### src/design/mexp_pkg.sv
// ----------------------------------------------------------------------------
// mexp_pkg: shared constants, types and helpers
// Residue width, prime modulus and the bit-serial modular step used by the
// modular exponentiation core.
// ----------------------------------------------------------------------------
package mexp_pkg;

    // field widths
    localparam int BASE_W   = 30;
    localparam int EXPO_W   = 32;
    localparam int MOD_BITS = 30;

    // exponent bits actually scanned (low bits only)
    localparam int EXP_BITS  = 32;
    localparam int SCAN_BITS = (EXP_BITS < EXPO_W) ? EXP_BITS : EXPO_W;

    typedef logic [MOD_BITS-1:0] residue_t;
    typedef logic [MOD_BITS+1:0] wide_t;

    localparam residue_t MODULUS = 30'd998244353;

    // One multiplier bit of an MSB-first interleaved modular multiply:
    // returns (2*part + (sel ? addend : 0)) mod p, with part, addend < p.
    // The sum stays below 3p, so one of three candidates is the answer.
    function automatic residue_t mod_step(residue_t part, residue_t addend, logic sel);
        wide_t sum;
        wide_t sub1;
        wide_t sub2;
        sum  = {1'b0, part, 1'b0} + (sel ? {2'b00, addend} : '0);
        sub1 = sum - {2'b00, MODULUS};
        sub2 = sum - {1'b0, MODULUS, 1'b0};
        if (sum >= {1'b0, MODULUS, 1'b0})
            return sub2[MOD_BITS-1:0];
        else if (sum >= {2'b00, MODULUS})
            return sub1[MOD_BITS-1:0];
        else
            return sum[MOD_BITS-1:0];
    endfunction

    // 30-bit input is below 2p, so one conditional subtract reduces it
    function automatic residue_t reduce_base(logic [BASE_W-1:0] value);
        logic [BASE_W-1:0] diff;
        diff = value - MODULUS;
        if (value >= MODULUS)
            return diff;
        else
            return value;
    endfunction

endpackage

### src/design/modular_exponentiation_core.sv
// ----------------------------------------------------------------------------
// modular_exponentiation_core: base^exponent mod 998244353
// Right-to-left square-and-multiply with bit-serial modular multipliers.
// ----------------------------------------------------------------------------
// A request is taken when start is high and busy is low; busy then stays
// high until the result goes out. The result appears on power_result for
// exactly one cycle with done high, and the receiver cannot stall it, so it
// must capture it on that edge. The exponent is scanned LSB first, one bit
// per round (a load step plus a shift-add modular multiply over the 30
// residue bits, one multiplier bit per cycle), and the scan stops once the
// remaining exponent bits are all zero; a zero exponent goes straight from
// the load step to done. The 30-bit width of the residue and the
// one-bit-per-cycle multiplier set the length of a round. Square and
// multiply of one round run side by side on the same serial multiplier bits.
// ----------------------------------------------------------------------------
module modular_exponentiation_core (
    input  logic                          clk,
    input  logic                          rst_n,
    input  logic                          start,
    output logic                          busy,
    input  logic [mexp_pkg::BASE_W-1:0]   base_value,
    input  logic [mexp_pkg::EXPO_W-1:0]   exponent_value,
    output logic                          done,
    output logic [mexp_pkg::MOD_BITS-1:0] power_result
);
    import mexp_pkg::*;

    localparam int CNT_W = $clog2(MOD_BITS);

    // sequencer codes
    localparam logic [1:0] ST_IDLE = 2'd0;
    localparam logic [1:0] ST_LOAD = 2'd1;
    localparam logic [1:0] ST_MUL  = 2'd2;

    logic [1:0]           state_reg,  state_next;
    logic [CNT_W-1:0]     cnt_reg,    cnt_next;
    logic                 done_reg,   done_next;

    // datapath registers
    residue_t             pw_reg,     pw_next;     // current power of base
    residue_t             acc_reg,    acc_next;    // running result
    residue_t             msr_reg,    msr_next;    // serial multiplier bits (MSB first)
    residue_t             sq_reg,     sq_next;     // partial pw*pw
    residue_t             pr_reg,     pr_next;     // partial acc*pw
    residue_t             res_reg,    res_next;    // delivered result
    logic [SCAN_BITS-1:0] exp_reg,    exp_next;    // remaining exponent bits

    residue_t             sq_step;
    residue_t             pr_step;

    // Both products consume the same multiplier bit: pw scanned MSB first.
    assign sq_step = mod_step(sq_reg, pw_reg,  msr_reg[MOD_BITS-1]);
    assign pr_step = mod_step(pr_reg, acc_reg, msr_reg[MOD_BITS-1]);

    always_comb
    begin
        state_next = state_reg;
        cnt_next   = cnt_reg;
        done_next  = 1'b0;
        pw_next    = pw_reg;
        acc_next   = acc_reg;
        msr_next   = msr_reg;
        sq_next    = sq_reg;
        pr_next    = pr_reg;
        res_next   = res_reg;
        exp_next   = exp_reg;

        unique case (state_reg)
            ST_IDLE:
            begin
                if (start)
                begin
                    pw_next    = reduce_base(base_value);
                    acc_next   = residue_t'(1);
                    exp_next   = exponent_value[SCAN_BITS-1:0];
                    state_next = ST_LOAD;
                end
            end
            ST_LOAD:
            begin
                // either finish, or arm one round for the lowest exponent bit
                if (exp_reg == '0)
                begin
                    res_next   = acc_reg;
                    done_next  = 1'b1;
                    state_next = ST_IDLE;
                end
                else
                begin
                    msr_next   = pw_reg;
                    sq_next    = '0;
                    pr_next    = '0;
                    cnt_next   = CNT_W'(MOD_BITS - 1);
                    state_next = ST_MUL;
                end
            end
            ST_MUL:
            begin
                sq_next  = sq_step;
                pr_next  = pr_step;
                msr_next = {msr_reg[MOD_BITS-2:0], 1'b0};
                cnt_next = cnt_reg - 1'b1;
                if (cnt_reg == '0)
                begin
                    // last multiplier bit: commit square and conditional product
                    pw_next = sq_step;
                    if (exp_reg[0])
                        acc_next = pr_step;
                    exp_next   = exp_reg >> 1;
                    state_next = ST_LOAD;
                end
            end
            default:
            begin
                state_next = ST_IDLE;
            end
        endcase
    end

    always_ff @(posedge clk or negedge rst_n)
    begin
        if (!rst_n)
        begin
            state_reg <= ST_IDLE;
            cnt_reg   <= '0;
            done_reg  <= 1'b0;
        end
        else
        begin
            state_reg <= state_next;
            cnt_reg   <= cnt_next;
            done_reg  <= done_next;
        end
    end

    always_ff @(posedge clk)
    begin
        pw_reg  <= pw_next;
        acc_reg <= acc_next;
        msr_reg <= msr_next;
        sq_reg  <= sq_next;
        pr_reg  <= pr_next;
        res_reg <= res_next;
        exp_reg <= exp_next;
    end

    assign busy         = (state_reg != ST_IDLE);
    assign done         = done_reg;
    assign power_result = res_reg;

`ifndef SYNTHESIS
    // delivered value is a proper residue
    assert property (@(posedge clk) disable iff (!rst_n)
        done |-> (power_result < MODULUS))
        else $error("result not reduced");

    // an accepted request makes the core busy
    assert property (@(posedge clk) disable iff (!rst_n)
        (start && !busy) |=> busy)
        else $error("request accepted but core not busy");

    // result strobe lasts a single cycle and only once the core is free
    assert property (@(posedge clk) disable iff (!rst_n)
        done |-> (!busy ##1 !done))
        else $error("done strobe malformed");

    // operands of the serial multipliers stay reduced during a round
    assert property (@(posedge clk) disable iff (!rst_n)
        (state_reg == ST_MUL) |-> (pw_reg < MODULUS && acc_reg < MODULUS
                                   && sq_reg < MODULUS && pr_reg < MODULUS))
        else $error("multiplier operand out of range");

    // a round always ends by committing back to the load step
    assert property (@(posedge clk) disable iff (!rst_n)
        (state_reg == ST_MUL && cnt_reg == '0) |=> (state_reg == ST_LOAD))
        else $error("round did not end in load step");
`endif

endmodule
### config.mk
export PLATFORM = sky130hd
export DESIGN_NAME = modular_exponentiation_core
export DESIGN_NICKNAME = d
export VERILOG_FILES = /design/src/design/mexp_pkg.sv /design/src/design/modular_exponentiation_core.sv
export SDC_FILE = /design/constraint.sdc
export NUM_CORES = 1
export LEC_CHECK = 0
export BUFFER_PORTS_ARGS = -buffer_cell sky130_fd_sc_hd__buf_2
export CELL_PAD_IN_SITES_DETAIL_PLACEMENT = 2
export CELL_PAD_IN_SITES_GLOBAL_PLACEMENT = 2
export CORE_MARGIN = 3
export CORE_UTILIZATION = 43
export DETAILED_ROUTE_END_ITERATION = 12
export PLACE_DENSITY = 0.95
export RECOVER_POWER = 100
export SLEW_MARGIN = 30
export SYNTH_ARGS = -nofsm -noshare
export SYNTH_HDL_FRONTEND = slang
export SYNTH_SLANG_ARGS = --single-unit
### constraint.sdc
create_clock -name clk -period 11.1 [get_ports clk]
set_input_delay 0.555 -clock clk [delete_from_list [all_inputs] [get_ports clk]]
set_output_delay 0.555 -clock clk [all_outputs]
set_load 0.03 [all_outputs]
# Word-level counts from Yosys, hierarchy flattened
# Index checks and enable logic that the tools add are counted.
[totals]
ff_bits = 220
input_bits = 65
output_inout_bits = 32
[op_classes]
addsub = 8
n_lt_le_gt_ge = 5
eq_ne = 6
n_mux = 30
reduce_logical = 11
[ops]
columns = ["cell", "n"]
rows = [
  ["30-bit two-way mux", 14],
  ["30-bit case mux with 2 select lines", 5],
  ["30-bit subtractor (second input constant)", 5],
  ["31-bit by 30-bit adder with 32-bit output", 2],
  ["32-bit by 30-bit >= comparator with 1-bit output (second input constant)", 2],
  ["32-bit by 31-bit >= comparator with 1-bit output (second input constant)", 2],
  ["32-bit two-way mux", 2],
  ["32-bit case mux with 2 select lines", 1],
  ["32-bit zero test", 1],
  ["30-bit >= comparator (second input constant)", 1],
  ["5-bit case mux with 2 select lines", 1],
  ["2-bit inequality test (second input constant)", 4],
  ["2-bit two-way mux", 3],
  ["2-bit case mux with 3 select lines", 1],
  ["2-bit AND reduction", 3],
  ["2-bit nonzero test", 3],
  ["5-bit zero test", 1],
  ["5-bit two-way mux", 1],
  ["5-bit by 1-bit subtractor with 5-bit output (second input constant)", 1],
  ["4-bit AND reduction", 1],
  ["3-bit AND reduction", 1],
  ["2-bit by 1-bit equality test with 1-bit output (second input constant)", 1],
  ["2-bit equality test (second input constant)", 1],
  ["2-bit zero test", 1],
  ["1-bit two-way mux", 2],
]

# Longest topological paths before layout
[depth]
depth_word = 8
ltp_mapped = 19

# Least setup slack after synthesis
# No wires, ideal clock.
[synth_path]
kind = "register to register"
from = "reg exp_reg[6]"
to = "reg res_reg[0], in the netlist power_result[0], enable pin"
setup_time_ns = 0.506
t_arrival_ns = 4.039
required_ns = 10.594
slack_ns = 6.555
stages_incl_launch_ff = 4
period_less_slack_ns = 4.545
cell_sequence = "edfxtp_1 nor4_1 nand4_1 nor4b_1"
[synth_via]
elab_chain_cells = 2
[synth_rtl]
columns = ["element", "line_no", "text"]
rows = [
  ["from (decl)", "modular_exponentiation_core.sv:46", "logic [SCAN_BITS-1:0] exp_reg, exp_next;"],
  ["from (signal assigned)", "modular_exponentiation_core.sv:144", "exp_reg <= exp_next;"],
  ["32-bit zero test", "modular_exponentiation_core.sv:82", "if (exp_reg == '0)"],
  ["2-bit AND reduction (no line)", "n/a", ""],
  ["to (signal assigned)", "modular_exponentiation_core.sv:143", "res_reg <= res_next;"],
  ["to (decl)", "modular_exponentiation_core.sv:45", "residue_t res_reg, res_next;"],
]
# No other way between the ends.
# A chain may end at the register's enable or synchronous reset.

# Worst setup path in the final report
[layout_path]
from = "reg msr_reg[29]"
to = "reg pr_reg[22], data pin"
[layout_via]
elab_chain_cells = 6
elab_cells_between_ends = 9
cone_classes = "add/sub: 3; order compare: 2; mux: 4"
[layout_rtl]
columns = ["element", "line_no", "text"]
rows = [
  ["from (decl)", "modular_exponentiation_core.sv:42", "residue_t msr_reg, msr_next;"],
  ["from (signal assigned)", "modular_exponentiation_core.sv:140", "msr_reg <= msr_next;"],
  ["30-bit two-way mux (*)", "mexp_pkg.sv:29", "sum = {1'b0, part, 1'b0} + (sel ? {2'b00, addend} : '0);"],
  ["31-bit by 30-bit adder with 32-bit output (*)", "mexp_pkg.sv:29", ""],
  ["30-bit subtractor / 32-bit by 30-bit >= comparator with 1-bit output (equally long branches)", "mexp_pkg.sv:30, mexp_pkg.sv:34", ""],
  ["30-bit two-way mux", "mexp_pkg.sv:34", "else if (sum >= {2'b00, MODULUS})"],
  ["30-bit two-way mux (*)", "mexp_pkg.sv:32", "if (sum >= {1'b0, MODULUS, 1'b0})"],
  ["30-bit case mux with 2 select lines (*)", "modular_exponentiation_core.sv:68", "unique case (state_reg)"],
  ["to (signal assigned)", "modular_exponentiation_core.sv:142", "pr_reg <= pr_next;"],
  ["to (decl)", "modular_exponentiation_core.sv:44", "residue_t pr_reg, pr_next;"],
]
# Mark *: on every way between the ends. The rest lies on a longest branch, timed or not.

==> metrics.md <==
| Metric | Value |
|---|---|
| Antenna cells | `0` |
| Cell chosen for the clock root | `sky130_fd_sc_hd__clkbuf_16` |
| Antenna violations before repair | `0` |
| Number of hold violations in the final report | `0` |
| Clock tree buffer depth | `3` |
| Most frequent cells in the layout | `sky130_fd_sc_hd__nand2_1 (289), sky130_fd_sc_hd__edfxtp_1 (212), sky130_fd_sc_hd__nor2_1 (134)` |
| Crit path DAT | `9.08 ns` |
| Final HPWL from detailed placement | `43.0 mm` |
| Clock sinks | `220` |
| EDFF count, synth | `212` |
| Initial detailed-routing violation count | `1098` |
| Insertion delay to the later sink of the worst-skew pair | `0.56 ns` |
| Period minus WS final | `8.77 ns` |
| Area added between synthesis and finish | `10.3%` |
| Kind of end point of the critical path | `register` |
| Slew Limit Fails | `416` |
| I/O pin count | `97` |
| Gate count of the mapped netlist | `1675` |
| Worst hold path stage count | `3` |
| Most common cell after layout, fill and taps aside | `sky130_fd_sc_hd__nand2_1` |
| Origin of the critical flop-to-flop path | `msr_reg[29]$_DFFE_PP_` |
| Flip-flop and latch count after synthesis | `220` |
| Die area | `38500 µm²` |
| Pre-CTS setup slack | `4.82 ns` |
| Grt total ovfl | `0` |
| Final worst setup slack | `2.33 ns` |
| Critical register-to-register path endpoint | `pr_reg[22]$_SDFFCE_PN0P_` |
| Total of warnings raised by yosys | `0` |
| Number of routed nets with antenna violations | `0` |
| Clock tree from TritonCTS | `done` |
| Post-synthesis sequential area ratio | `42.2%` |
| Global-route usage over all layers | `32.2%` |
| Primary flip-flop cell chosen by synthesis mapping | `sky130_fd_sc_hd__edfxtp_1` |
| Standard-cell row count | `69` |
| CTS HTree Levels | `1` |
| Syn Area/Cell | `9.29 µm²` |
| Die extent in y | `196 µm` |
| CP max FO | `51` |
| Hold wc startpoint | `exponent_value[13]` |
| Worst setup slack for register-to-register paths | `2.33 ns` |
| Final Cycle Share | `79.0%` |
| Result of the run | `complete, but fails checks` |
| Floorplan core area | `35700 µm²` |
| Slowest Stage Delay on Critical Path | `1.93 ns` |
| Via-per-instance ratio | `6.60` |
| Top Layer Used | `met4` |
| Max-cap violations | `8` |
| Aggregate routed wire length | `63.6 mm` |
| Worst hold slack | `0.273 ns` |
| Pin count of the biggest net entering global routing | `73` |
| Total number of vias | `14.6k` |
| Maximum clock frequency | `114 MHz` |
| Gp weighted congestion | `0.907` |
| Distinct cell type count after synthesis | `101` |
| Syn Std Cell Area | `15600 µm²` |
| Worst setup skew after layout | `0.0133 ns` |
| Starting Density | `43.7%` |
| Number of search-and-repair iterations in the first detailed-routing pass | `5` |
| CTS clk-pin slew, worst paths | `0.06 ns` |
| Final setup violation count | `0` |
| Violated checks | `capacitance limit, slew limit` |
| Post-Route M1 WL | `25.0 mm` |
| Final setup TNS | `0 ns` |
| Hold WC Path Type | `in -> reg` |
| Headroom to the max-slew limit | `-204%` |
| Inserted Clock Buffers | `27` |
| Required arrival time at the worst endpoint | `11.41 ns` |
| Max reg flops | `32` |
| Number of global-route vias before repair | `16.2k` |
| Worst Path Class, Setup | `reg -> reg` |
| Worst r2r path cells | `15` |
| Setup repair after global routing missed its margin | `no` |
| Post-Synthesis Net Count | `1814` |
| List of cells traversed by the critical path | `clkbuf_1 -> nand2_1 -> fa_1 -> nand2b_1 -> a211oi_2 -> o21ai_1 -> a21boi_0 -> o22ai_1 -> nor4_4 -> nand4_1 -> a211oi_1 -> nor3_1 -> mux2_2 -> a31o_1 -> a21oi_1` |
| Quantity of gates resized following cts | `0` |
| Worst Hold Endpoint | `exp_reg[13]$_DFFE_PP_` |
| Met2 routed wirelength | `32.0 mm` |
| Wire length of the first global-routing pass | `97.8 mm` |
| Remaining design rule violation count | `0` |
| Sort of element at the start of the critical path | `register` |
| Number of nets in the layout | `1878` |
| Layout cell share with drive strength beyond 1 | `9.44%` |
| Met3 wire length | `3.69 mm` |
| CP max stage cell | `sky130_fd_sc_hd__clkbuf_1` |
| WL/cell | `28.7 µm` |
| Die X | `196 µm` |
| Actual slew at the worst max-slew pin | `4.57 ns` |
| Asr flop ratio synth | `3.64%` |
| Port Buffer Count | `96` |
-- routing by layer --
metal / track usage [%] / vias up
met5: 0 / -
met4: 13.1 / 0
met3: 5.07 / 205
met2: 57.2 / 631
met1: 38.9 / 7483
li1: - / 6323
-- per-stage QoR --
| stage | instances | instance area (µm²) | utilization [%] |
|---|---|---|---|
| floorplan | 1675 | 15600 | - |
| global placement | 2169 | 16400 | 46.0 |
| detailed placement | 2169 | 16400 | 46.0 |
| CTS | 2218 | 17300 | 48.5 |
| global route | 2219 | 17200 | 48.2 |
| finish | 2219 | 17200 | 48.2 |
-- cell usage after synthesis, types with 5 or more instances --
| cell | count | area (µm²) |
|---|---|---|
| sky130_fd_sc_hd__inv_1 | 31 | 116 |
| sky130_fd_sc_hd__o21ai_0 | 64 | 320 |
| sky130_fd_sc_hd__and4_1 | 11 | 96.3 |
| sky130_fd_sc_hd__a21oi_1 | 106 | 531 |
| sky130_fd_sc_hd__xor2_1 | 52 | 455 |
| sky130_fd_sc_hd__clkbuf_1 | 48 | 180 |
| sky130_fd_sc_hd__ha_1 | 72 | 901 |
| sky130_fd_sc_hd__nor3_1 | 47 | 235 |
| sky130_fd_sc_hd__xnor2_1 | 36 | 315 |
| sky130_fd_sc_hd__a211oi_2 | 6 | 75.1 |
| sky130_fd_sc_hd__nand4_1 | 37 | 231 |
| sky130_fd_sc_hd__or4_1 | 9 | 67.6 |
| sky130_fd_sc_hd__and3_1 | 23 | 144 |
| sky130_fd_sc_hd__nand3_1 | 34 | 170 |
| sky130_fd_sc_hd__buf_1 | 5 | 18.8 |
| sky130_fd_sc_hd__edfxtp_1 | 212 | 6370 |
| sky130_fd_sc_hd__nor2_1 | 133 | 499 |
| sky130_fd_sc_hd__nor3b_1 | 5 | 37.5 |
| sky130_fd_sc_hd__a32oi_1 | 5 | 43.8 |
| sky130_fd_sc_hd__or3_1 | 22 | 138 |
| sky130_fd_sc_hd__and2_1 | 81 | 507 |
| sky130_fd_sc_hd__o211ai_1 | 26 | 195 |
| sky130_fd_sc_hd__a31o_2 | 6 | 52.6 |
| sky130_fd_sc_hd__a21o_1 | 41 | 308 |
| sky130_fd_sc_hd__o21a_1 | 8 | 60.1 |
| sky130_fd_sc_hd__o31ai_1 | 9 | 67.6 |
| sky130_fd_sc_hd__dfrtp_1 | 8 | 200 |
| sky130_fd_sc_hd__a211oi_1 | 17 | 128 |
| sky130_fd_sc_hd__or2_2 | 9 | 56.3 |
| sky130_fd_sc_hd__nand2b_1 | 9 | 56.3 |
| sky130_fd_sc_hd__a31oi_1 | 13 | 81.3 |
| sky130_fd_sc_hd__nor4_1 | 19 | 119 |
| sky130_fd_sc_hd__buf_2 | 13 | 65.1 |
| sky130_fd_sc_hd__a21boi_0 | 6 | 45.0 |
| sky130_fd_sc_hd__o21ai_1 | 9 | 45.0 |
| sky130_fd_sc_hd__mux2i_1 | 14 | 140 |
| sky130_fd_sc_hd__o21bai_1 | 11 | 82.6 |
| sky130_fd_sc_hd__nand2_1 | 289 | 1080 |
-- worst max-delay path: cells and delay by family (launching register included) --
family          cells  cell delay, ns
compound gates      7            2.98
buf+inv             1            1.93
simple gates        5            1.75
fa+ha+maj           1            0.64
flops               1            0.59
mux                 1            0.56
-- final cells by class --
cell class / instances / area, µm²
multi-input combinational: 1352 / 8570
tap: 461 / 577
clock buffer: 39 / 751
timing repair buffer: 107 / 487
fill: 3778 / 18500
inverter: 31 / 116
clock inverter: 9 / 104
sequential: 220 / 6570
-- worst max path at each step --
stage	startpoint	end	slack, ns	cells past startpoint
2_1_floorplan	exp_reg[6]$_DFFE_PP_	power_result[0]$_DFFE_PP_	6.56	3
3_3_place_gp	msr_reg[29]$_DFFE_PP_	acc_reg[8]$_SDFFCE_PN0P_	5.38	17
3_5_place_dp	msr_reg[29]$_DFFE_PP_	acc_reg[15]$_SDFFCE_PN0P_	4.82	17
4_1_cts	msr_reg[29]$_DFFE_PP_	pr_reg[4]$_SDFFCE_PN0P_	4.47	17
5_1_grt	msr_reg[29]$_DFFE_PP_	acc_reg[4]$_SDFFCE_PN0P_	1.93	15
6_report	msr_reg[29]$_DFFE_PP_	pr_reg[22]$_SDFFCE_PN0P_	2.33	15
-- cell families (layout without fill, tap and decap cells) --
| family | Yosys count | count (layout) | share of synthesized area (%) |
|---|---|---|---|
| simple gates | 764 | 764 | 24.3 |
| compound gates | 406 | 406 | 18.3 |
| flops | 220 | 220 | 42.2 |
| buf+inv | 103 | 186 | 2.78 |
| xor+xnor | 90 | 90 | 5.16 |
| fa+ha+maj | 74 | 74 | 6.04 |
| mux | 18 | 18 | 1.19 |
-- timing repair --
item                      4_1_cts  5_1_grt
hold endpoints to repair        8        0
hold buffers                    1        0
setup buffers                   0        0
Power is not shown: default switching activity piles up to over one toggle a cycle in this logic, so the estimate is an artifact.
